--- src/rtl/rclc_pkg.sv ---
// rclc_pkg: shared types, codes and reset values for the rc channel lamp controller
// used by every module under rtl
`timescale 1ns / 1ps

package rclc_pkg;

  localparam int WidthW   = 11;
  localparam int MagW     = 10;
  localparam int CountW   = 6;
  localparam int CfgIdxW  = 3;
  localparam int CfgDataW = 11;
  localparam int QueueDepth = 2;
  localparam int QueuePtrW  = $clog2(QueueDepth);
  localparam int QueueCntW  = $clog2(QueueDepth + 1);

  // register indexes
  localparam logic [CfgIdxW-1:0] REG_THROTTLE_CENTRE  = 3'd0;
  localparam logic [CfgIdxW-1:0] REG_SWITCH_CENTRE    = 3'd1;
  localparam logic [CfgIdxW-1:0] REG_DEAD_ZONE        = 3'd2;
  localparam logic [CfgIdxW-1:0] REG_SWITCH_THRESHOLD = 3'd3;
  localparam logic [CfgIdxW-1:0] REG_HOLD_FRAMES      = 3'd4;

  localparam logic [10:0] RST_THROTTLE_CENTRE  = 11'd1520;
  localparam logic [10:0] RST_SWITCH_CENTRE    = 11'd1520;
  localparam logic [7:0]  RST_DEAD_ZONE        = 8'd20;
  localparam logic [8:0]  RST_SWITCH_THRESHOLD = 9'd200;
  localparam logic [5:0]  RST_HOLD_FRAMES      = 6'd25;

  localparam logic [CountW-1:0] COUNT_MAX = 6'd63;

  // three-way class codes, two's complement
  localparam logic [1:0] CLS_ZERO = 2'b00;
  localparam logic [1:0] CLS_POS  = 2'b01;
  localparam logic [1:0] CLS_NEG  = 2'b11;

  localparam logic [1:0] TURN_OFF    = 2'd0;
  localparam logic [1:0] TURN_LEFT   = 2'd1;
  localparam logic [1:0] TURN_RIGHT  = 2'd2;
  localparam logic [1:0] TURN_BEACON = 2'd3;

  localparam logic [1:0] STOP_OFF    = 2'd0;
  localparam logic [1:0] STOP_NORMAL = 2'd1;
  localparam logic [1:0] STOP_BRAKE  = 2'd2;

  localparam logic [1:0] HEAD_OFF = 2'd0;
  localparam logic [1:0] HEAD_LB  = 2'd1;
  localparam logic [1:0] HEAD_HB  = 2'd2;

  localparam logic [1:0] PHASE_IDLE  = 2'd0;
  localparam logic [1:0] PHASE_ONE   = 2'd1;
  localparam logic [1:0] PHASE_GAP   = 2'd2;
  localparam logic [1:0] PHASE_TWO   = 2'd3;

  typedef struct packed {
    logic [10:0] throttle_centre;
    logic [10:0] switch_centre;
    logic [7:0]  dead_zone;
    logic [8:0]  switch_threshold;
  } front_cfg_t;

  // classified frame passed from front to back
  typedef struct packed {
    logic [1:0]      drive_dir;
    logic [MagW-1:0] drive_mag;
    logic [1:0]      switch_position;
  } cls_t;

  typedef struct packed {
    logic [1:0]      police_lamp;
    logic [1:0]      turn_signal;
    logic [1:0]      head_lamp;
    logic            stop_delay_clear;
    logic [1:0]      stop_lamp;
    logic            reverse_lamp;
    logic [1:0]      switch_position;
    logic [MagW-1:0] drive_mag;
    logic [1:0]      drive_dir;
  } result_t;

endpackage

--- src/rtl/rclc_front.sv ---
// rclc_front: accepts frames, classes throttle and switch widths into a registered stage
// depends on rclc_pkg
`timescale 1ns / 1ps

module rclc_front (
  input  logic                clk,
  input  logic                rst,
  input  rclc_pkg::front_cfg_t cfg,
  input  logic                in_valid,
  output logic                in_ready,
  input  logic [10:0]         throttle_width,
  input  logic [10:0]         switch_width,
  output logic                out_valid,
  input  logic                out_ready,
  output rclc_pkg::cls_t      out_cls
);
  import rclc_pkg::*;

  logic        valid;
  cls_t        cls;
  cls_t        cls_next;
  logic [11:0] thr_hi;
  logic [11:0] thr_lo;
  logic [11:0] sw_hi;
  logic [11:0] sw_lo;
  logic [10:0] diff;

  always_comb begin
    thr_hi = {1'b0, cfg.throttle_centre} + {4'd0, cfg.dead_zone};
    thr_lo = {1'b0, throttle_width} + {4'd0, cfg.dead_zone};
    sw_hi  = {1'b0, cfg.switch_centre} + {3'd0, cfg.switch_threshold};
    sw_lo  = {1'b0, switch_width} + {3'd0, cfg.switch_threshold};

    if ({1'b0, throttle_width} > thr_hi) begin
      cls_next.drive_dir = CLS_POS;
    end else if (thr_lo < {1'b0, cfg.throttle_centre}) begin
      cls_next.drive_dir = CLS_NEG;
    end else begin
      cls_next.drive_dir = CLS_ZERO;
    end

    if (throttle_width >= cfg.throttle_centre) begin
      diff = throttle_width - cfg.throttle_centre;
    end else begin
      diff = cfg.throttle_centre - throttle_width;
    end
    cls_next.drive_mag = diff[10] ? {MagW{1'b1}} : diff[MagW-1:0];

    if ({1'b0, switch_width} > sw_hi) begin
      cls_next.switch_position = CLS_POS;
    end else if (sw_lo < {1'b0, cfg.switch_centre}) begin
      cls_next.switch_position = CLS_NEG;
    end else begin
      cls_next.switch_position = CLS_ZERO;
    end
  end

  assign in_ready  = !valid || out_ready;
  assign out_valid = valid;
  assign out_cls   = cls;

  always_ff @(posedge clk) begin
    if (rst) begin
      valid <= 1'b0;
    end else if (in_valid && in_ready) begin
      valid <= 1'b1;
    end else if (out_ready) begin
      valid <= 1'b0;
    end
  end

  always_ff @(posedge clk) begin
    if (in_valid && in_ready) begin
      cls <= cls_next;
    end
  end

endmodule

--- src/rtl/rclc_queue.sv ---
// rclc_queue: short fifo of classified frames between front and back
// depends on rclc_pkg
`timescale 1ns / 1ps

module rclc_queue (
  input  logic           clk,
  input  logic           rst,
  input  logic           push,
  output logic           push_ready,
  input  rclc_pkg::cls_t push_data,
  output logic           pop_valid,
  input  logic           pop,
  output rclc_pkg::cls_t pop_data
);
  import rclc_pkg::*;

  cls_t                 mem [QueueDepth];
  logic [QueuePtrW-1:0] wr_ptr;
  logic [QueuePtrW-1:0] rd_ptr;
  logic [QueueCntW-1:0] count;
  logic                 do_push;
  logic                 do_pop;

  assign push_ready = count != QueueCntW'(QueueDepth);
  assign pop_valid  = count != '0;
  assign pop_data   = mem[rd_ptr];
  assign do_push    = push && push_ready;
  assign do_pop     = pop && pop_valid;

  always_ff @(posedge clk) begin
    if (rst) begin
      wr_ptr <= '0;
      rd_ptr <= '0;
      count  <= '0;
    end else begin
      if (do_push) begin
        wr_ptr <= (wr_ptr == QueuePtrW'(QueueDepth - 1)) ? '0 : wr_ptr + 1'b1;
      end
      if (do_pop) begin
        rd_ptr <= (rd_ptr == QueuePtrW'(QueueDepth - 1)) ? '0 : rd_ptr + 1'b1;
      end
      if (do_push && !do_pop) begin
        count <= count + 1'b1;
      end else if (do_pop && !do_push) begin
        count <= count - 1'b1;
      end
    end
  end

  always_ff @(posedge clk) begin
    if (do_push) begin
      mem[wr_ptr] <= push_data;
    end
  end

endmodule

--- src/rtl/rclc_back.sv ---
// rclc_back: lamp state update per classified frame and the result register
// depends on rclc_pkg
`timescale 1ns / 1ps

module rclc_back (
  input  logic              clk,
  input  logic              rst,
  input  logic [5:0]        hold_frames,
  input  logic              in_valid,
  output logic              in_pop,
  input  rclc_pkg::cls_t    in_cls,
  output logic              out_valid,
  input  logic              out_ready,
  output rclc_pkg::result_t out_result
);
  import rclc_pkg::*;

  logic              last_dir_nz, last_dir_nz_next;
  logic [1:0]        low_phase, low_phase_next;
  logic [1:0]        high_phase, high_phase_next;
  logic [CountW-1:0] low_count, low_count_next;
  logic [CountW-1:0] mid_count, mid_count_next;
  logic [CountW-1:0] high_count, high_count_next;
  logic [1:0]        head_mode, head_mode_next;
  logic [1:0]        stop_mode, stop_mode_next;
  logic [1:0]        turn_mode, turn_mode_next;
  logic [1:0]        police_mode, police_mode_next;
  logic              reverse_on, reverse_on_next;
  logic              delay_clear;
  logic              valid;
  result_t           result;
  result_t           result_next;
  logic [CountW-1:0] bump_src;
  logic [CountW-1:0] bump_inc;
  logic [CountW-1:0] bump_cnt;
  logic              long_hold;

  assign in_pop     = in_valid && (!valid || out_ready);
  assign out_valid  = valid;
  assign out_result = result;

  // one shared saturating hold counter step, the active class picks its source
  always_comb begin
    case (in_cls.switch_position)
      CLS_NEG: bump_src = low_count;
      CLS_POS: bump_src = high_count;
      default: bump_src = mid_count;
    endcase
    bump_inc  = (bump_src >= COUNT_MAX) ? COUNT_MAX : bump_src + 1'b1;
    long_hold = bump_inc > hold_frames;
    bump_cnt  = long_hold ? hold_frames + 1'b1 : bump_inc;
  end

  always_comb begin
    last_dir_nz_next = last_dir_nz;
    low_phase_next   = low_phase;
    high_phase_next  = high_phase;
    low_count_next   = low_count;
    mid_count_next   = mid_count;
    high_count_next  = high_count;
    head_mode_next   = head_mode;
    stop_mode_next   = stop_mode;
    turn_mode_next   = turn_mode;
    police_mode_next = police_mode;
    reverse_on_next  = reverse_on;
    delay_clear      = 1'b0;

    // throttle
    case (in_cls.drive_dir)
      CLS_POS, CLS_NEG: begin
        reverse_on_next = in_cls.drive_dir == CLS_NEG;
        stop_mode_next  = (head_mode != HEAD_OFF) ? STOP_NORMAL : STOP_OFF;
        delay_clear     = 1'b1;
      end
      default: begin
        reverse_on_next = 1'b0;
        if (head_mode != HEAD_OFF && stop_mode != STOP_BRAKE) begin
          stop_mode_next = STOP_NORMAL;
        end
        if (last_dir_nz) begin
          stop_mode_next = STOP_BRAKE;
        end
      end
    endcase
    last_dir_nz_next = in_cls.drive_dir != CLS_ZERO;

    // switch
    case (in_cls.switch_position)
      CLS_NEG: begin
        high_count_next = '0;
        mid_count_next  = '0;
        low_count_next  = bump_cnt;
        if (low_phase == PHASE_IDLE) begin
          low_phase_next = PHASE_ONE;
        end else if (low_phase == PHASE_GAP) begin
          low_phase_next = PHASE_TWO;
        end
        if (long_hold) begin
          turn_mode_next = TURN_LEFT;
          low_phase_next = PHASE_IDLE;
        end
      end
      CLS_POS: begin
        mid_count_next  = '0;
        low_count_next  = '0;
        high_count_next = bump_cnt;
        if (high_phase == PHASE_IDLE) begin
          high_phase_next = PHASE_ONE;
        end else if (high_phase == PHASE_GAP) begin
          high_phase_next = PHASE_TWO;
        end
        if (long_hold) begin
          turn_mode_next  = TURN_RIGHT;
          high_phase_next = PHASE_IDLE;
        end
      end
      default: begin
        high_count_next = '0;
        low_count_next  = '0;
        mid_count_next  = bump_cnt;
        if (turn_mode != TURN_BEACON) begin
          turn_mode_next = TURN_OFF;
        end
        if (long_hold) begin
          if (low_phase == PHASE_GAP) begin
            turn_mode_next = (turn_mode_next != TURN_BEACON) ? TURN_BEACON : TURN_OFF;
          end
          if (high_phase == PHASE_GAP) begin
            case (head_mode)
              HEAD_OFF: head_mode_next = HEAD_LB;
              HEAD_LB:  head_mode_next = HEAD_HB;
              default: begin
                head_mode_next = HEAD_OFF;
                stop_mode_next = STOP_OFF;
              end
            endcase
          end
          low_phase_next  = PHASE_IDLE;
          high_phase_next = PHASE_IDLE;
        end
        if (low_phase_next == PHASE_ONE) begin
          low_phase_next = PHASE_GAP;
        end else if (low_phase_next == PHASE_TWO) begin
          low_phase_next   = PHASE_IDLE;
          police_mode_next = police_mode + 1'b1;
        end
        if (high_phase_next == PHASE_ONE) begin
          high_phase_next = PHASE_GAP;
        end else if (high_phase_next == PHASE_TWO) begin
          high_phase_next = PHASE_IDLE;
        end
      end
    endcase

    result_next.drive_dir        = in_cls.drive_dir;
    result_next.drive_mag        = in_cls.drive_mag;
    result_next.switch_position  = in_cls.switch_position;
    result_next.reverse_lamp     = reverse_on_next;
    result_next.stop_lamp        = stop_mode_next;
    result_next.stop_delay_clear = delay_clear;
    result_next.head_lamp        = head_mode_next;
    result_next.turn_signal      = turn_mode_next;
    result_next.police_lamp      = police_mode_next;
  end

  always_ff @(posedge clk) begin
    if (rst) begin
      valid       <= 1'b0;
      last_dir_nz <= 1'b0;
      low_phase   <= PHASE_IDLE;
      high_phase  <= PHASE_IDLE;
      low_count   <= '0;
      mid_count   <= '0;
      high_count  <= '0;
      head_mode   <= HEAD_OFF;
      stop_mode   <= STOP_OFF;
      turn_mode   <= TURN_OFF;
      police_mode <= '0;
      reverse_on  <= 1'b0;
    end else begin
      if (in_pop) begin
        valid       <= 1'b1;
        last_dir_nz <= last_dir_nz_next;
        low_phase   <= low_phase_next;
        high_phase  <= high_phase_next;
        low_count   <= low_count_next;
        mid_count   <= mid_count_next;
        high_count  <= high_count_next;
        head_mode   <= head_mode_next;
        stop_mode   <= stop_mode_next;
        turn_mode   <= turn_mode_next;
        police_mode <= police_mode_next;
        reverse_on  <= reverse_on_next;
      end else if (out_ready) begin
        valid <= 1'b0;
      end
    end
  end

  always_ff @(posedge clk) begin
    if (in_pop) begin
      result <= result_next;
    end
  end

endmodule

--- src/rtl/rc_channel_lamp_controller.sv ---
// rc_channel_lamp_controller: top level, configuration registers, front, queue and back
// depends on rclc_pkg, rclc_front, rclc_queue, rclc_back
// path: an accepted input beat passes the front stage register, a queue entry and the result register
// throughput: one frame per cycle when neither side stalls; front stage, two-entry queue and result
// register each hold a beat so either side can stall on its own
// reset: synchronous rst clears all lamp state and restores register defaults
`timescale 1ns / 1ps

module rc_channel_lamp_controller (
  input  logic        clk,
  input  logic        rst,
  input  logic        s_tvalid,
  output logic        s_tready,
  input  logic [23:0] s_tdata,   // throttle_width[10:0], switch_width[21:11], zero fill
  output logic        m_tvalid,
  input  logic        m_tready,
  // drive_dir[1:0], drive_mag[11:2], switch_position[13:12],
  // reverse_lamp[14], stop_lamp[16:15], stop_delay_clear[17], head_lamp[19:18],
  // turn_signal[21:20], police_lamp[23:22]
  output logic [23:0] m_tdata,
  input  logic        cfg_wr_en,
  input  logic [rclc_pkg::CfgIdxW-1:0]  cfg_index,
  input  logic [rclc_pkg::CfgDataW-1:0] cfg_wdata
);
  import rclc_pkg::*;

  front_cfg_t cfg;
  logic [5:0] hold_frames;
  logic       f_valid;
  logic       q_ready;
  cls_t       f_cls;
  logic       q_valid;
  logic       q_pop;
  cls_t       q_cls;
  result_t    result;

  always_ff @(posedge clk) begin
    if (rst) begin
      cfg.throttle_centre  <= RST_THROTTLE_CENTRE;
      cfg.switch_centre    <= RST_SWITCH_CENTRE;
      cfg.dead_zone        <= RST_DEAD_ZONE;
      cfg.switch_threshold <= RST_SWITCH_THRESHOLD;
      hold_frames          <= RST_HOLD_FRAMES;
    end else if (cfg_wr_en) begin
      case (cfg_index)
        REG_THROTTLE_CENTRE:  cfg.throttle_centre  <= cfg_wdata[10:0];
        REG_SWITCH_CENTRE:    cfg.switch_centre    <= cfg_wdata[10:0];
        REG_DEAD_ZONE:        cfg.dead_zone        <= cfg_wdata[7:0];
        REG_SWITCH_THRESHOLD: cfg.switch_threshold <= cfg_wdata[8:0];
        REG_HOLD_FRAMES:      hold_frames          <= cfg_wdata[5:0];
        default: ;
      endcase
    end
  end

  rclc_front u_front (
    .clk            (clk),
    .rst            (rst),
    .cfg            (cfg),
    .in_valid       (s_tvalid),
    .in_ready       (s_tready),
    .throttle_width (s_tdata[10:0]),
    .switch_width   (s_tdata[21:11]),
    .out_valid      (f_valid),
    .out_ready      (q_ready),
    .out_cls        (f_cls)
  );

  rclc_queue u_queue (
    .clk        (clk),
    .rst        (rst),
    .push       (f_valid),
    .push_ready (q_ready),
    .push_data  (f_cls),
    .pop_valid  (q_valid),
    .pop        (q_pop),
    .pop_data   (q_cls)
  );

  rclc_back u_back (
    .clk         (clk),
    .rst         (rst),
    .hold_frames (hold_frames),
    .in_valid    (q_valid),
    .in_pop      (q_pop),
    .in_cls      (q_cls),
    .out_valid   (m_tvalid),
    .out_ready   (m_tready),
    .out_result  (result)
  );

  assign m_tdata = result;

endmodule

--- config.mk ---
export PLATFORM = sky130hd
export DESIGN_NAME = rc_channel_lamp_controller
export DESIGN_NICKNAME = d
export VERILOG_FILES = /design/src/rtl/rclc_pkg.sv /design/src/rtl/rclc_front.sv /design/src/rtl/rclc_queue.sv /design/src/rtl/rclc_back.sv /design/src/rtl/rc_channel_lamp_controller.sv
export SDC_FILE = /design/constraint.sdc
export NUM_CORES = 1
export LEC_CHECK = 0
export BUFFER_PORTS_ARGS = -buffer_cell sky130_fd_sc_hd__buf_2
export CAP_MARGIN = 15
export CORE_MARGIN = 2
export CORE_UTILIZATION = 45
export CTS_BUF_LIST = sky130_fd_sc_hd__clkbuf_8 sky130_fd_sc_hd__clkbuf_16
export DETAILED_ROUTE_END_ITERATION = 6
export PLACE_DENSITY_LB_ADDON = 0.1
export SETUP_SLACK_MARGIN = 0.05
export SYNTH_ARGS = -nofsm -noshare
export SYNTH_HDL_FRONTEND = slang
export SYNTH_HIERARCHICAL = 1
export SYNTH_SLANG_ARGS = --single-unit
--- constraint.sdc ---
create_clock -name clk -period 4.4 [get_ports clk]
set_input_delay 0.88 -clock clk [delete_from_list [all_inputs] [get_ports clk]]
set_output_delay 0.88 -clock clk [all_outputs]
set_load 0.01 [all_outputs]
==> results.json, run 1 <==
{
  "run_status": "finished, final reports clean",
  "cts.clk_slew.worst_paths_ns": 0.07,
  "switchingPower_mw": 1.627,
  "met2WireLength_mm": 10.50,
  "netlist_instances": 1005,
  "internal-power_mw": 3.129,
  "startpoint_type": "register",
  "finalSetupViolations": 0,
  "preCtsSetupSlack_ns": 0.1389,
  "top_layer": "met4",
  "mappedNetlistArea_sq_um": 9826,
  "post_cts_hold_buffer_count": 0,
  "multi_input_comb_area_sq_um": 5771,
  "p_leak_nw": 4.869,
  "synth.top_cells.by_area": "sky130_fd_sc_hd__edfxtp_1, sky130_fd_sc_hd__dfxtp_1, sky130_fd_sc_hd__ha_1",
  "detailed_place.area_sq_um": 10420,
  "cp_data_required_time_ns": 4.59,
  "synth-edff-count": 66,
  "overflow": 0,
  "hold_path.startpoint": "u_front/out_cls[6]",
  "largest_net_degree_at_the_start_of_global_routing": 58,
  "synthesis.area_per_instance_sq_um": 9.777,
  "clock_tree.htree_level_count": 4,
  "critical_path.slowest_cell": "sky130_fd_sc_hd__or3_1",
  "yosysMostFrequentCell": "sky130_fd_sc_hd__ha_1",
  "detailedPlacementHpwl_mm": 16.91,
  "detail_route.wl_per_cell_um": 15.91,
  "worstPathCellList": "mux2_4 -> mux2i_1 -> a21o_1 -> inv_1 -> ha_2 -> o21ai_0 -> a21oi_1 -> and4_4 -> or3_1 -> ha_1 -> and4_1 -> o21a_4 -> o31ai_4 -> and2_4 -> ha_1 -> nor3b_4 -> nand2_1 -> xnor2_1",
  "yosysSeqAreaShare_pct": 37.08,
  "combinationalPowerShare_pct": 32.6,
  "worst_ir_drop_vdd_uv": 239.7,
  "gp_routability_congestion": 0.7894,
  "postRouteWirelength_mm": 21.68,
  "firstDrtPassIters": 5,
  "min_path_cells": 0,
  "cts.path.max_buffers": 2,
  "share_clk_of_total_power_pct": 28.5,
  "die_height_um": 151.8,
  "critical_path.max_stage_delay_ns": 0.37,
  "clock_skew_ns": 0.01585,
  "max_cap_viol_count": 0,
  "via_count": 7247,
  "dr.first_iter.drc_count": 339,
  "synth.largest_area_cell": "sky130_fd_sc_hd__edfxtp_1",
  "drive_above_1_share_pct": 15.05,
  "timing.hold.worst.class": "reg -> reg",
  "cts-buffers-inserted": 17,
  "post-route-cell-area_sq_um": 11030,
  "n_fill_cell": 2066,
  "grt_pass1_wl_mm": 34.85,
  "floorplan.core_area_sq_um": 21620,
  "fmaxAchievable_mhz": 246.1,
  "finish.net_count": 1227,
  "power_per_unit_of_standard_cell_area_nw_per_um2": 431.2,
  "wp_buf_inv": 1,
  "final-max-slew-violation-count": 0,
  "ioPinCount": 69,
  "synth_seq_cells": 149,
  "antenna_cells_inserted": 0,
  "quantity_of_i_o_buffers_inserted_on_ports": 66,
  "worst-setup-path-type": "reg -> reg",
  "floorplan.initialDensity_pct": 45.45,
  "worst_path_most_repeated_cell": "sky130_fd_sc_hd__ha_1",
  "cp-end-kind": "register",
  "wl_met1_mm": 10.34,
  "num_clock_sinks": 149,
  "r2r_cells": 18,
  "clock_latency_ns": 0.43,
  "grt_pass1_vias": 6814,
  "final.setup.worst_slack_ns": 0.3360,
  "ant_nets": 0,
  "regArea_sq_um": 3645,
  "netlist_top_cells_count": "sky130_fd_sc_hd__ha_1, sky130_fd_sc_hd__nor2_1, sky130_fd_sc_hd__dfxtp_1",
  "dieWidth_um": 151.8,
  "placementRows": 54,
  "met3WireLength_um": 601,
  "timing.final.crit_share_pct": 92.36,
  "yosysTopAreaCellShare_pct": 20.17,
  "synthesis.nets": 1162,
  "seq_power_share_pct": 38.9,
  "global_route.usage.total_pct": 19.57,
  "synthDistinctLibCells": 79,
  "worst_slew_margin_rel_pct": 33.57,
  "hold-path-endpoint": "u_queue/mem[0][6]",
  "worstPathArrival_ns": 4.25,
  "critical_path_peak_fanout": 7,
  "rsz0062_at_grt": "false",
  "path_delay_family": "simple AND/OR/NAND/NOR gates",
  "hold_violations": 0,
  "finalSetupTns_ns": 0,
  "die_footprint_sq_um": 23030,
  "regToRegEndpoint": "u_back/out_result[23]",
  "tritoncts_clock_tree": "yes",
  "final_period_minus_worst_setup_slack_ns": 4.064,
  "worst-r2r-setup-slack_ns": 0.34,
  "areaGrowthSynthToFinish_pct": 12.28,
  "synth-main-ff-cell": "sky130_fd_sc_hd__dfxtp_1",
  "detail_route.drc_violations": 0,
  "synth_async_sr_flop_share_pct": 0,
  "yosysWarnings": 6,
  "cts_root_buf": "sky130_fd_sc_hd__clkbuf_16",
  "drt-vias-per-instance": 5.317,
  "grt_antenna_before_repair": 0,
  "swShare_pct": 34.21,
  "transition_time_at_the_pin_with_the_least_slew_margin_ns": 0.9964
}
[per-stage QoR]
step | total power [mW] | instances | hold slack (ns) | util (%)
floorplan | 2.976 | 1005 | 0.4215 | -
global placement | 3.411 | 1326 | 0.4261 | 48.20
detailed placement | 3.425 | 1326 | 0.4338 | 48.20
CTS | 4.802 | 1358 | 0.4437 | 50.78
global route | 5.071 | 1363 | 0.4505 | 51.02
finish | 4.756 | 1363 | 0.4401 | 51.02
[worst max path at each step]
stage | cells after the start | endpoint | slack [ns] | from
6_report | 18 | u_back/out_result[23] | 0.34 | register
5_1_grt | 19 | u_back/police_mode[1] | 0.07 | register
4_1_cts | 16 | u_back/turn_mode[0] | 0.10 | register
3_5_place_dp | 16 | u_back/turn_mode[0] | 0.14 | register
3_3_place_gp | 16 | u_back/turn_mode[0] | 0.15 | register
2_1_floorplan | 21 | u_back/out_result[23] | 0.09 | register
[cell usage in the layout (no fill, tap or decap), types with 6 or more instances in the layout]
master,Yosys,layout
sky130_fd_sc_hd__and2_1,7,6
sky130_fd_sc_hd__ha_1,108,107
sky130_fd_sc_hd__nand2_1,45,44
sky130_fd_sc_hd__nand2b_1,50,50
sky130_fd_sc_hd__and3_1,7,7
sky130_fd_sc_hd__nand3_1,14,13
sky130_fd_sc_hd__mux2i_1,59,59
sky130_fd_sc_hd__edfxtp_1,66,66
sky130_fd_sc_hd__a21o_1,30,30
sky130_fd_sc_hd__inv_1,65,66
sky130_fd_sc_hd__buf_4,5,18
sky130_fd_sc_hd__dfxtp_1,83,82
sky130_fd_sc_hd__a31oi_1,8,8
sky130_fd_sc_hd__o21a_1,8,8
sky130_fd_sc_hd__a21oi_1,59,59
sky130_fd_sc_hd__fa_1,6,6
sky130_fd_sc_hd__xnor2_1,33,33
sky130_fd_sc_hd__xor2_1,20,20
sky130_fd_sc_hd__mux2_2,18,17
sky130_fd_sc_hd__nor3_1,17,17
sky130_fd_sc_hd__o21ai_0,35,35
sky130_fd_sc_hd__nand4_1,8,8
sky130_fd_sc_hd__a211oi_1,9,8
sky130_fd_sc_hd__buf_2,7,66
sky130_fd_sc_hd__a22oi_1,9,9
sky130_fd_sc_hd__nor2_1,88,87
sky130_fd_sc_hd__nor2b_1,18,18
sky130_fd_sc_hd__clkbuf_16,0,17
[layout make-up]
| cell class | instances | share of cell area [%] |
|---|---|---|
| clock inverters | 14 | 1.066 |
| repair buffers | 84 | 4.219 |
| flip-flops and latches | 149 | 33.04 |
| multi-input cells | 753 | 52.31 |
| clock buffers | 18 | 3.981 |
| well taps | 280 | 3.176 |
| inverters | 65 | 2.212 |
[worst register-to-register path, cell delays in order (launching register included)]
cell	delay, ns
sky130_fd_sc_hd__dfxtp_2	0.35
sky130_fd_sc_hd__mux2_4	0.34
sky130_fd_sc_hd__mux2i_1	0.18
sky130_fd_sc_hd__a21o_1	0.18
sky130_fd_sc_hd__inv_1	0.05
sky130_fd_sc_hd__ha_2	0.19
sky130_fd_sc_hd__o21ai_0	0.08
sky130_fd_sc_hd__a21oi_1	0.09
sky130_fd_sc_hd__and4_4	0.24
sky130_fd_sc_hd__or3_1	0.37
sky130_fd_sc_hd__ha_1	0.30
sky130_fd_sc_hd__and4_1	0.19
sky130_fd_sc_hd__o21a_4	0.15
sky130_fd_sc_hd__o31ai_4	0.31
sky130_fd_sc_hd__and2_4	0.21
sky130_fd_sc_hd__ha_1	0.14
sky130_fd_sc_hd__nor3b_4	0.22
sky130_fd_sc_hd__nand2_1	0.10
sky130_fd_sc_hd__xnor2_1	0.12
[flip-flops by register name (all words and copies together) (netlist names), 6 cells and up, named ones only]
| signal | flops |
|---|---|
| cfg | 39 |
| hold_frames | 6 |
| u_back/high_count | 6 |
| u_back/low_count | 6 |
| u_back/mid_count | 6 |
| u_back/out_result | 24 |
| u_front/out_cls | 14 |
| u_queue/mem | 28 |
[routing by layer]
layer  GRT usage [%]  vias to the layer above
met5               0                        -
met1           25.66                     3370
met3           3.653                       19
li1                -                     3756
met2           33.45                      102
met4           4.676                        0
[cells by family after synthesis]
group / synth area share (%)
buf+inv: 4.673
xor+xnor: 4.724
fa+ha+maj: 14.98
mux: 8.073
compound gates: 14.59
flops: 37.08
simple gates: 15.88
[power by group through the flow]
stage / Sequential, mW / Clock [mW] / Combinational (mW)
2_1_floorplan: 1.93 / 0 / 1.04
3_3_place_gp: 1.88 / 0 / 1.53
5_1_grt: 1.88 / 1.46 / 1.73
3_5_place_dp: 1.88 / 0 / 1.54
4_1_cts: 1.85 / 1.40 / 1.55
6_report: 1.85 / 1.36 / 1.55
[what timing repair did]
| action | CTS | global route |
|---|---|---|
| endpoints found under the setup margin | 0 | 24 |
| gates resized for setup | 0 | 7 |
| buffers inserted | 0 | 5 |
Power figures use the tool's default switching activity.
==> inputs of run 2 (changes only) <==
- SYNTH_HIERARCHICAL: 1 -> default
==> results.json, run 2 <==
{
  "netlist_top_cells_count": "sky130_fd_sc_hd__nand2_1, sky130_fd_sc_hd__ha_1, sky130_fd_sc_hd__dfxtp_1",
  "max_cap_viol_count": 0,
  "mappedNetlistArea_sq_um": 9649,
  "grt_pass1_wl_mm": 35.78,
  "hold_violations": 0,
  "yosysTopAreaCellShare_pct": 20.23,
  "via_count": 7558,
  "clock_latency_ns": 0.43,
  "cts-buffers-inserted": 17,
  "post_cts_hold_buffer_count": 0,
  "layout.cells.non_filler": 1397,
  "transition_time_at_the_pin_with_the_least_slew_margin_ns": 0.9665,
  "worst-setup-path-type": "reg -> reg",
  "yosysMostFrequentCell": "sky130_fd_sc_hd__nand2_1",
  "synth.largest_area_cell": "sky130_fd_sc_hd__edfxtp_1",
  "min_path_cells": 0,
  "mostFrequentLayoutCells": "sky130_fd_sc_hd__nand2_1, sky130_fd_sc_hd__ha_1, sky130_fd_sc_hd__dfxtp_1",
  "die_footprint_sq_um": 22630,
  "dieWidth_um": 150.4,
  "num_clock_sinks": 148,
  "synthesis.area_per_instance_sq_um": 9.332,
  "floorplan.core_area_sq_um": 21020,
  "regArea_sq_um": 3615,
  "startpoint_type": "register",
  "grt_pass1_vias": 7188,
  "r2r_cells": 15,
  "post-route-cell-area_sq_um": 10950,
  "worst-r2r-setup-slack_ns": 0.46,
  "synth-main-ff-cell": "sky130_fd_sc_hd__dfxtp_1",
  "yosysSeqAreaShare_pct": 37.45,
  "tritoncts_clock_tree": "yes",
  "die_height_um": 150.4,
  "drt-vias-per-instance": 5.410,
  "synthDistinctLibCells": 74,
  "detail_route.wl_per_cell_um": 15.50,
  "finalSetupTns_ns": 0,
  "hold_path.startpoint": "u_front.out_cls[2]",
  "synthesis.nets": 1191,
  "dr.first_iter.drc_count": 400,
  "cp-end-kind": "register",
  "synth-edff-count": 65,
  "clock_skew_ns": 0.01185,
  "placementRows": 53,
  "place.detailed.instances": 1359,
  "worstPathArrival_ns": 4.29,
  "gp_routability_congestion": 0.8368,
  "postRouteWirelength_mm": 21.66,
  "fmaxAchievable_mhz": 253.9,
  "timing.final.crit_share_pct": 89.51,
  "detailedPlacementHpwl_mm": 16.37,
  "yosysWarnings": 0,
  "firstDrtPassIters": 5,
  "detail_route.drc_violations": 0,
  "p_leak_nw": 4.586,
  "finish.net_count": 1266,
  "worst_slew_margin_rel_pct": 35.33,
  "timing.hold.worst.class": "reg -> reg",
  "n_fill_cell": 1965,
  "quantity_of_i_o_buffers_inserted_on_ports": 66,
  "antenna_cells_inserted": 0,
  "detailed_place.area_sq_um": 10300,
  "final_period_minus_worst_setup_slack_ns": 3.938,
  "overflow": 0,
  "largest_reg_flops": 39,
  "finalSetupViolations": 0,
  "synth.top_cells.by_area": "sky130_fd_sc_hd__edfxtp_1, sky130_fd_sc_hd__dfxtp_1, sky130_fd_sc_hd__ha_1",
  "global_route.usage.total_pct": 19.96,
  "layout.cells.most_common": "sky130_fd_sc_hd__nand2_1",
  "regToRegEndpoint": "u_back.police_mode[1]",
  "synth_async_sr_flop_share_pct": 0,
  "largest-register": "cfg",
  "areaGrowthSynthToFinish_pct": 13.43,
  "critical_path_peak_fanout": 13,
  "run_status": "finished, final reports clean",
  "cts.clk_slew.worst_paths_ns": 0.06,
  "final.hold.worst_slack_ns": 0.4422,
  "drive_above_1_share_pct": 14.44,
  "final-max-slew-violation-count": 0,
  "power_per_unit_of_standard_cell_area_nw_per_um2": 440.2,
  "grt_antenna_before_repair": 1,
  "cp_data_required_time_ns": 4.75,
  "largest_net_degree_at_the_start_of_global_routing": 50,
  "multi_input_comb_area_sq_um": 5642,
  "ioPinCount": 69,
  "ant_nets": 0,
  "synth_seq_cells": 148,
  "netlist_instances": 1034,
  "cts_root_buf": "sky130_fd_sc_hd__clkbuf_16",
  "worst_ir_drop_vdd_uv": 284.9,
  "floorplan.initialDensity_pct": 45.90,
  "hold-path-endpoint": "u_queue.mem[0][2]",
  "totalPowerFinal_mw": 4.819,
  "clock_tree.htree_level_count": 4,
  "cts.path.max_buffers": 2,
  "rsz0062_at_grt": "false"
}
## run 2: cell types whose count changed in the layout (fill, tap and decap cells not counted), sizes merged, moves of 7 or more
cell,delta
a21o,-11
a2111oi,+9
a22o,+10
o21a,+7
o211ai,+14
a22oi,-9
buf,+7
nand2b,-36
nor2,-21
nand2,+79
mux2i,-35
o21ai,+13
a21oi,+23
nand3,+8
## run 2: timing repair
item / CTS / global route
setup endpoints to repair: 0 / 6
setup buffers: 0 / 4
resized for setup: 0 / 4
## run 2: final cells by class
cell class	count	area share, %
clock buffer	17	3.887
clock inverter	15	1.417
inverter	65	2.252
multi-input combinational	786	51.54
sequential	148	33.02
tap	275	3.144
timing repair buffer	91	4.733
## run 2: worst max-delay path, cell delays in order, from the launching register on
cell                       delay [ns]
sky130_fd_sc_hd__dfxtp_2         0.43
sky130_fd_sc_hd__mux2i_4         0.35
sky130_fd_sc_hd__inv_2           0.18
sky130_fd_sc_hd__mux2i_1         0.23
sky130_fd_sc_hd__o21ai_0         0.09
sky130_fd_sc_hd__or3b_1          0.43
sky130_fd_sc_hd__nor3_1          0.15
sky130_fd_sc_hd__a21oi_1         0.07
sky130_fd_sc_hd__ha_1            0.29
sky130_fd_sc_hd__a21boi_0        0.13
sky130_fd_sc_hd__o32a_1          0.45
sky130_fd_sc_hd__nand2b_1        0.21
sky130_fd_sc_hd__ha_1            0.19
sky130_fd_sc_hd__nand4b_1        0.21
sky130_fd_sc_hd__or3_1           0.33
sky130_fd_sc_hd__a21oi_1         0.13
## run 2: cell families (layout without fill, tap and decap cells)
group           after synthesis  count (layout)  share of synthesized area, %
compound gates              275             275                         19.20
mux                          40              41                         4.629
buf+inv                     101             188                         4.292
flops                       148             148                         37.45
simple gates                309             309                         14.91
fa+ha+maj                   114             114                         15.25
xor+xnor                     47              47                         4.266
## run 2: report_power, final
| part | switching (mW) | internal (mW) | leakage (nW) | total (mW) |
|---|---|---|---|---|
| clock | 0.589 | 0.837 | 0.281 | 1.43 |
| sequential | 0.118 | 1.71 | 1.27 | 1.83 |
| combinational | 0.917 | 0.644 | 3.03 | 1.56 |
| total | 1.62 | 3.20 | 4.59 | 4.82 |
## run 2: worst max-delay path by stage
| stage | slack, ns | to | start | depth (start not counted) |
|---|---|---|---|---|
| 3_3_place_gp | 0.23 | u_front.out_cls[1] | s_tdata[11] | 18 |
| 5_1_grt | 0.05 | u_back.out_result[21] | register | 16 |
| 3_5_place_dp | 0.17 | u_front.out_cls[1] | s_tdata[11] | 18 |
| 6_report | 0.46 | u_back.police_mode[1] | register | 15 |
| 2_1_floorplan | 0.08 | u_back.police_mode[1] | register | 23 |
| 4_1_cts | 0.25 | u_back.police_mode[1] | register | 17 |
## run 2: per-stage QoR
stage	utilization [%]	setup slack [ns]
6_report	52.07	0.4618
3_3_place_gp	49.01	0.2318
2_1_floorplan	-	0.08456
4_1_cts	51.78	0.2501
3_5_place_dp	49.01	0.1709
5_1_grt	52.07	0.05453
## run 2: layer usage
| metal | vias to the layer above | GRT usage [%] | share of wire [%] |
|---|---|---|---|
| met3 | 24 | 3.636 | 3.4 |
| met1 | 3491 | 27.49 | 50 |
| met2 | 129 | 32.32 | 46 |
| li1 | 3912 | - | - |
| met5 | - | 0 | 0.060 |
| met4 | 2 | 5.189 | 1.5 |
==> inputs of run 3 (changes only) <==
- CORE_ASPECT_RATIO: default -> 2
- REMOVE_ABC_BUFFERS: default -> 1
==> results.json, run 3 (synthesized netlist as in run 2, its figures left out) <==
{
  "dieWidth_um": 107.5,
  "antenna_cells_inserted": 0,
  "via_count": 7720,
  "drt-vias-per-instance": 5.562,
  "clock_tree.htree_level_count": 4,
  "cts_setup_buffers": 0,
  "final-max-slew-violation-count": 0,
  "hold_violations": 0,
  "largest-register": "cfg",
  "max_cap_viol_count": 0,
  "grt_antenna_before_repair": 1,
  "grt_pass1_wl_mm": 37.31,
  "fmaxAchievable_mhz": 244.4,
  "hold_path.startpoint": "u_front.out_cls[4]",
  "clock_latency_ns": 0.42,
  "p_leak_nw": 4.590,
  "combinationalPowerShare_pct": 33.0,
  "floorplan.initialDensity_pct": 45.90,
  "switchingPower_mw": 1.628,
  "cts.clk_slew.worst_paths_ns": 0.06,
  "worstPathCellList": "buf_4 -> mux2i_4 -> inv_2 -> nor2_1 -> a31oi_2 -> o211a_1 -> mux2_2 -> ha_1 -> nand3_1 -> a21boi_0 -> o32a_1 -> buf_4 -> nand2_1 -> mux2_2 -> o21ai_0 -> a221oi_1",
  "ioPinCount": 69,
  "post_cts_hold_buffer_count": 0,
  "areaGrowthSynthToFinish_pct": 13.01,
  "swShare_pct": 33.92,
  "clock_skew_ns": 0.007601,
  "run_status": "finished, final reports clean",
  "num_clock_sinks": 148,
  "ant_nets": 0,
  "worst-r2r-setup-slack_ns": 0.31,
  "regToRegEndpoint": "u_back.out_result[21]",
  "mostFrequentLayoutCells": "sky130_fd_sc_hd__nand2_1, sky130_fd_sc_hd__ha_1, sky130_fd_sc_hd__dfxtp_1",
  "cts.path.max_buffers": 2,
  "n_fill_cell": 2058,
  "startpoint_type": "register",
  "transition_time_at_the_pin_with_the_least_slew_margin_ns": 0.9889,
  "quantity_of_i_o_buffers_inserted_on_ports": 66,
  "cts-buffers-inserted": 17,
  "floorplan.core_area_sq_um": 21020,
  "finalSetupViolations": 0,
  "detailedPlacementHpwl_mm": 18.21,
  "postRouteWirelength_mm": 23.11,
  "cp_data_required_time_ns": 4.64,
  "worst-setup-path-type": "reg -> reg",
  "final_period_minus_worst_setup_slack_ns": 4.091,
  "cp-end-kind": "register",
  "die_footprint_sq_um": 22700,
  "totalPowerFinal_mw": 4.799,
  "min_path_cells": 0,
  "power_per_unit_of_standard_cell_area_nw_per_um2": 440.1,
  "placementRows": 75,
  "wp_buf_inv": 3,
  "critical_path.max_stage_delay_ns": 0.41,
  "timing.final.crit_share_pct": 92.98,
  "worst_slew_margin_rel_pct": 33.83,
  "preCtsSetupSlack_ns": 0.2656,
  "finish.net_count": 1263,
  "tritoncts_clock_tree": "yes",
  "detail_route.drc_violations": 0,
  "grt_pass1_vias": 7464,
  "global_route.usage.total_pct": 21.03,
  "overflow": 0,
  "critical_path_peak_fanout": 15,
  "largest_net_degree_at_the_start_of_global_routing": 36,
  "layout.cells.most_common": "sky130_fd_sc_hd__nand2_1",
  "drive_above_1_share_pct": 13.85,
  "fraction_of_the_core_area_covered_by_cells_at_the_end_of_the_flow_pct": 51.88,
  "internal-power_mw": 3.171,
  "rsz0062_at_grt": "false",
  "worstPathArrival_ns": 4.33,
  "dr.first_iter.drc_count": 262,
  "final.setup.worst_slack_ns": 0.3087,
  "cts_resized": 0,
  "die_height_um": 211.1,
  "gp_routability_congestion": 0.9223,
  "firstDrtPassIters": 5,
  "r2r_cells": 16,
  "timing.hold.worst.class": "reg -> reg",
  "critical_path.slowest_cell": "sky130_fd_sc_hd__o32a_1",
  "detail_route.wl_per_cell_um": 16.65,
  "seq_power_share_pct": 38.0,
  "worst_ir_drop_vdd_uv": 336.7,
  "hold-path-endpoint": "u_queue.mem[1][4]",
  "path_delay_family": "compound AO/OA/AOI/OAI gates",
  "cts_root_buf": "sky130_fd_sc_hd__clkbuf_16",
  "largest_reg_flops": 39,
  "share_clk_of_total_power_pct": 28.9
}
## run 3: changes by cell type in the layout (fill, tap and decap cells not counted), moves of 2 or more
| cell | before | now |
|---|---|---|
| sky130_fd_sc_hd__inv_1 | 63 | 67 |
| sky130_fd_sc_hd__buf_4 | 25 | 22 |
| sky130_fd_sc_hd__clkbuf_16 | 17 | 20 |
| sky130_fd_sc_hd__bufinv_16 | 2 | 0 |
| sky130_fd_sc_hd__clkinv_2 | 3 | 1 |
| sky130_fd_sc_hd__clkinv_4 | 4 | 2 |
## run 3: per-layer routing
| layer | wire, um | vias to the layer above | track usage [%] |
|---|---|---|---|
| met5 | 13 | - | 0 |
| met4 | 806 | 2 | 8.753 |
| met3 | 671 | 46 | 3.394 |
| met2 | 12900 | 139 | 40.62 |
| met1 | 8709 | 3637 | 21.77 |
| li1 | - | 3896 | - |
## run 3: how the worst max path moves through the flow
stage                                 end  slack (ns)  cells after the start
finish              u_back.out_result[21]        0.31                     16
global route        u_back.police_mode[1]        0.06                     18
global placement       u_front.out_cls[1]        0.31                     16
floorplan           u_back.police_mode[1]       -0.15                     15
detailed placement     u_front.out_cls[0]        0.27                     16
CTS                 u_back.out_result[21]        0.27                     16
## run 3: cell type report
| class | count | area, sq um | area share (%) |
|---|---|---|---|
| clock inverters | 12 | 75.07 | 0.6885 |
| well taps | 269 | 336.6 | 3.087 |
| inverters | 65 | 244.0 | 2.238 |
| repair buffers | 89 | 506.7 | 4.647 |
| clock buffers | 20 | 500.5 | 4.590 |
| flip-flops and latches | 148 | 3613 | 33.14 |
| multi-input cells | 785 | 5628 | 51.61 |
## run 3: power by group through the flow
stage          logic (mW)  registers, mW  clock network (mW)
6_report             1.58           1.83                1.39
5_1_grt              1.77           1.85                1.48
4_1_cts              1.59           1.83                1.42
3_5_place_dp         1.58           1.86                   0
3_3_place_gp         1.56           1.85                   0
2_1_floorplan       0.993           1.90                   0
## run 3: stage by stage
step                hold WS, ns  instances  area (sq um)  TNS [ns]
CTS                      0.4374       1387         10890         0
detailed placement       0.4306       1355         10310         0
finish                   0.4410       1388         10900         0
global route             0.4511       1388         10900         0
floorplan                0.4215        998          9479   -0.4166
global placement         0.4239       1355         10310         0
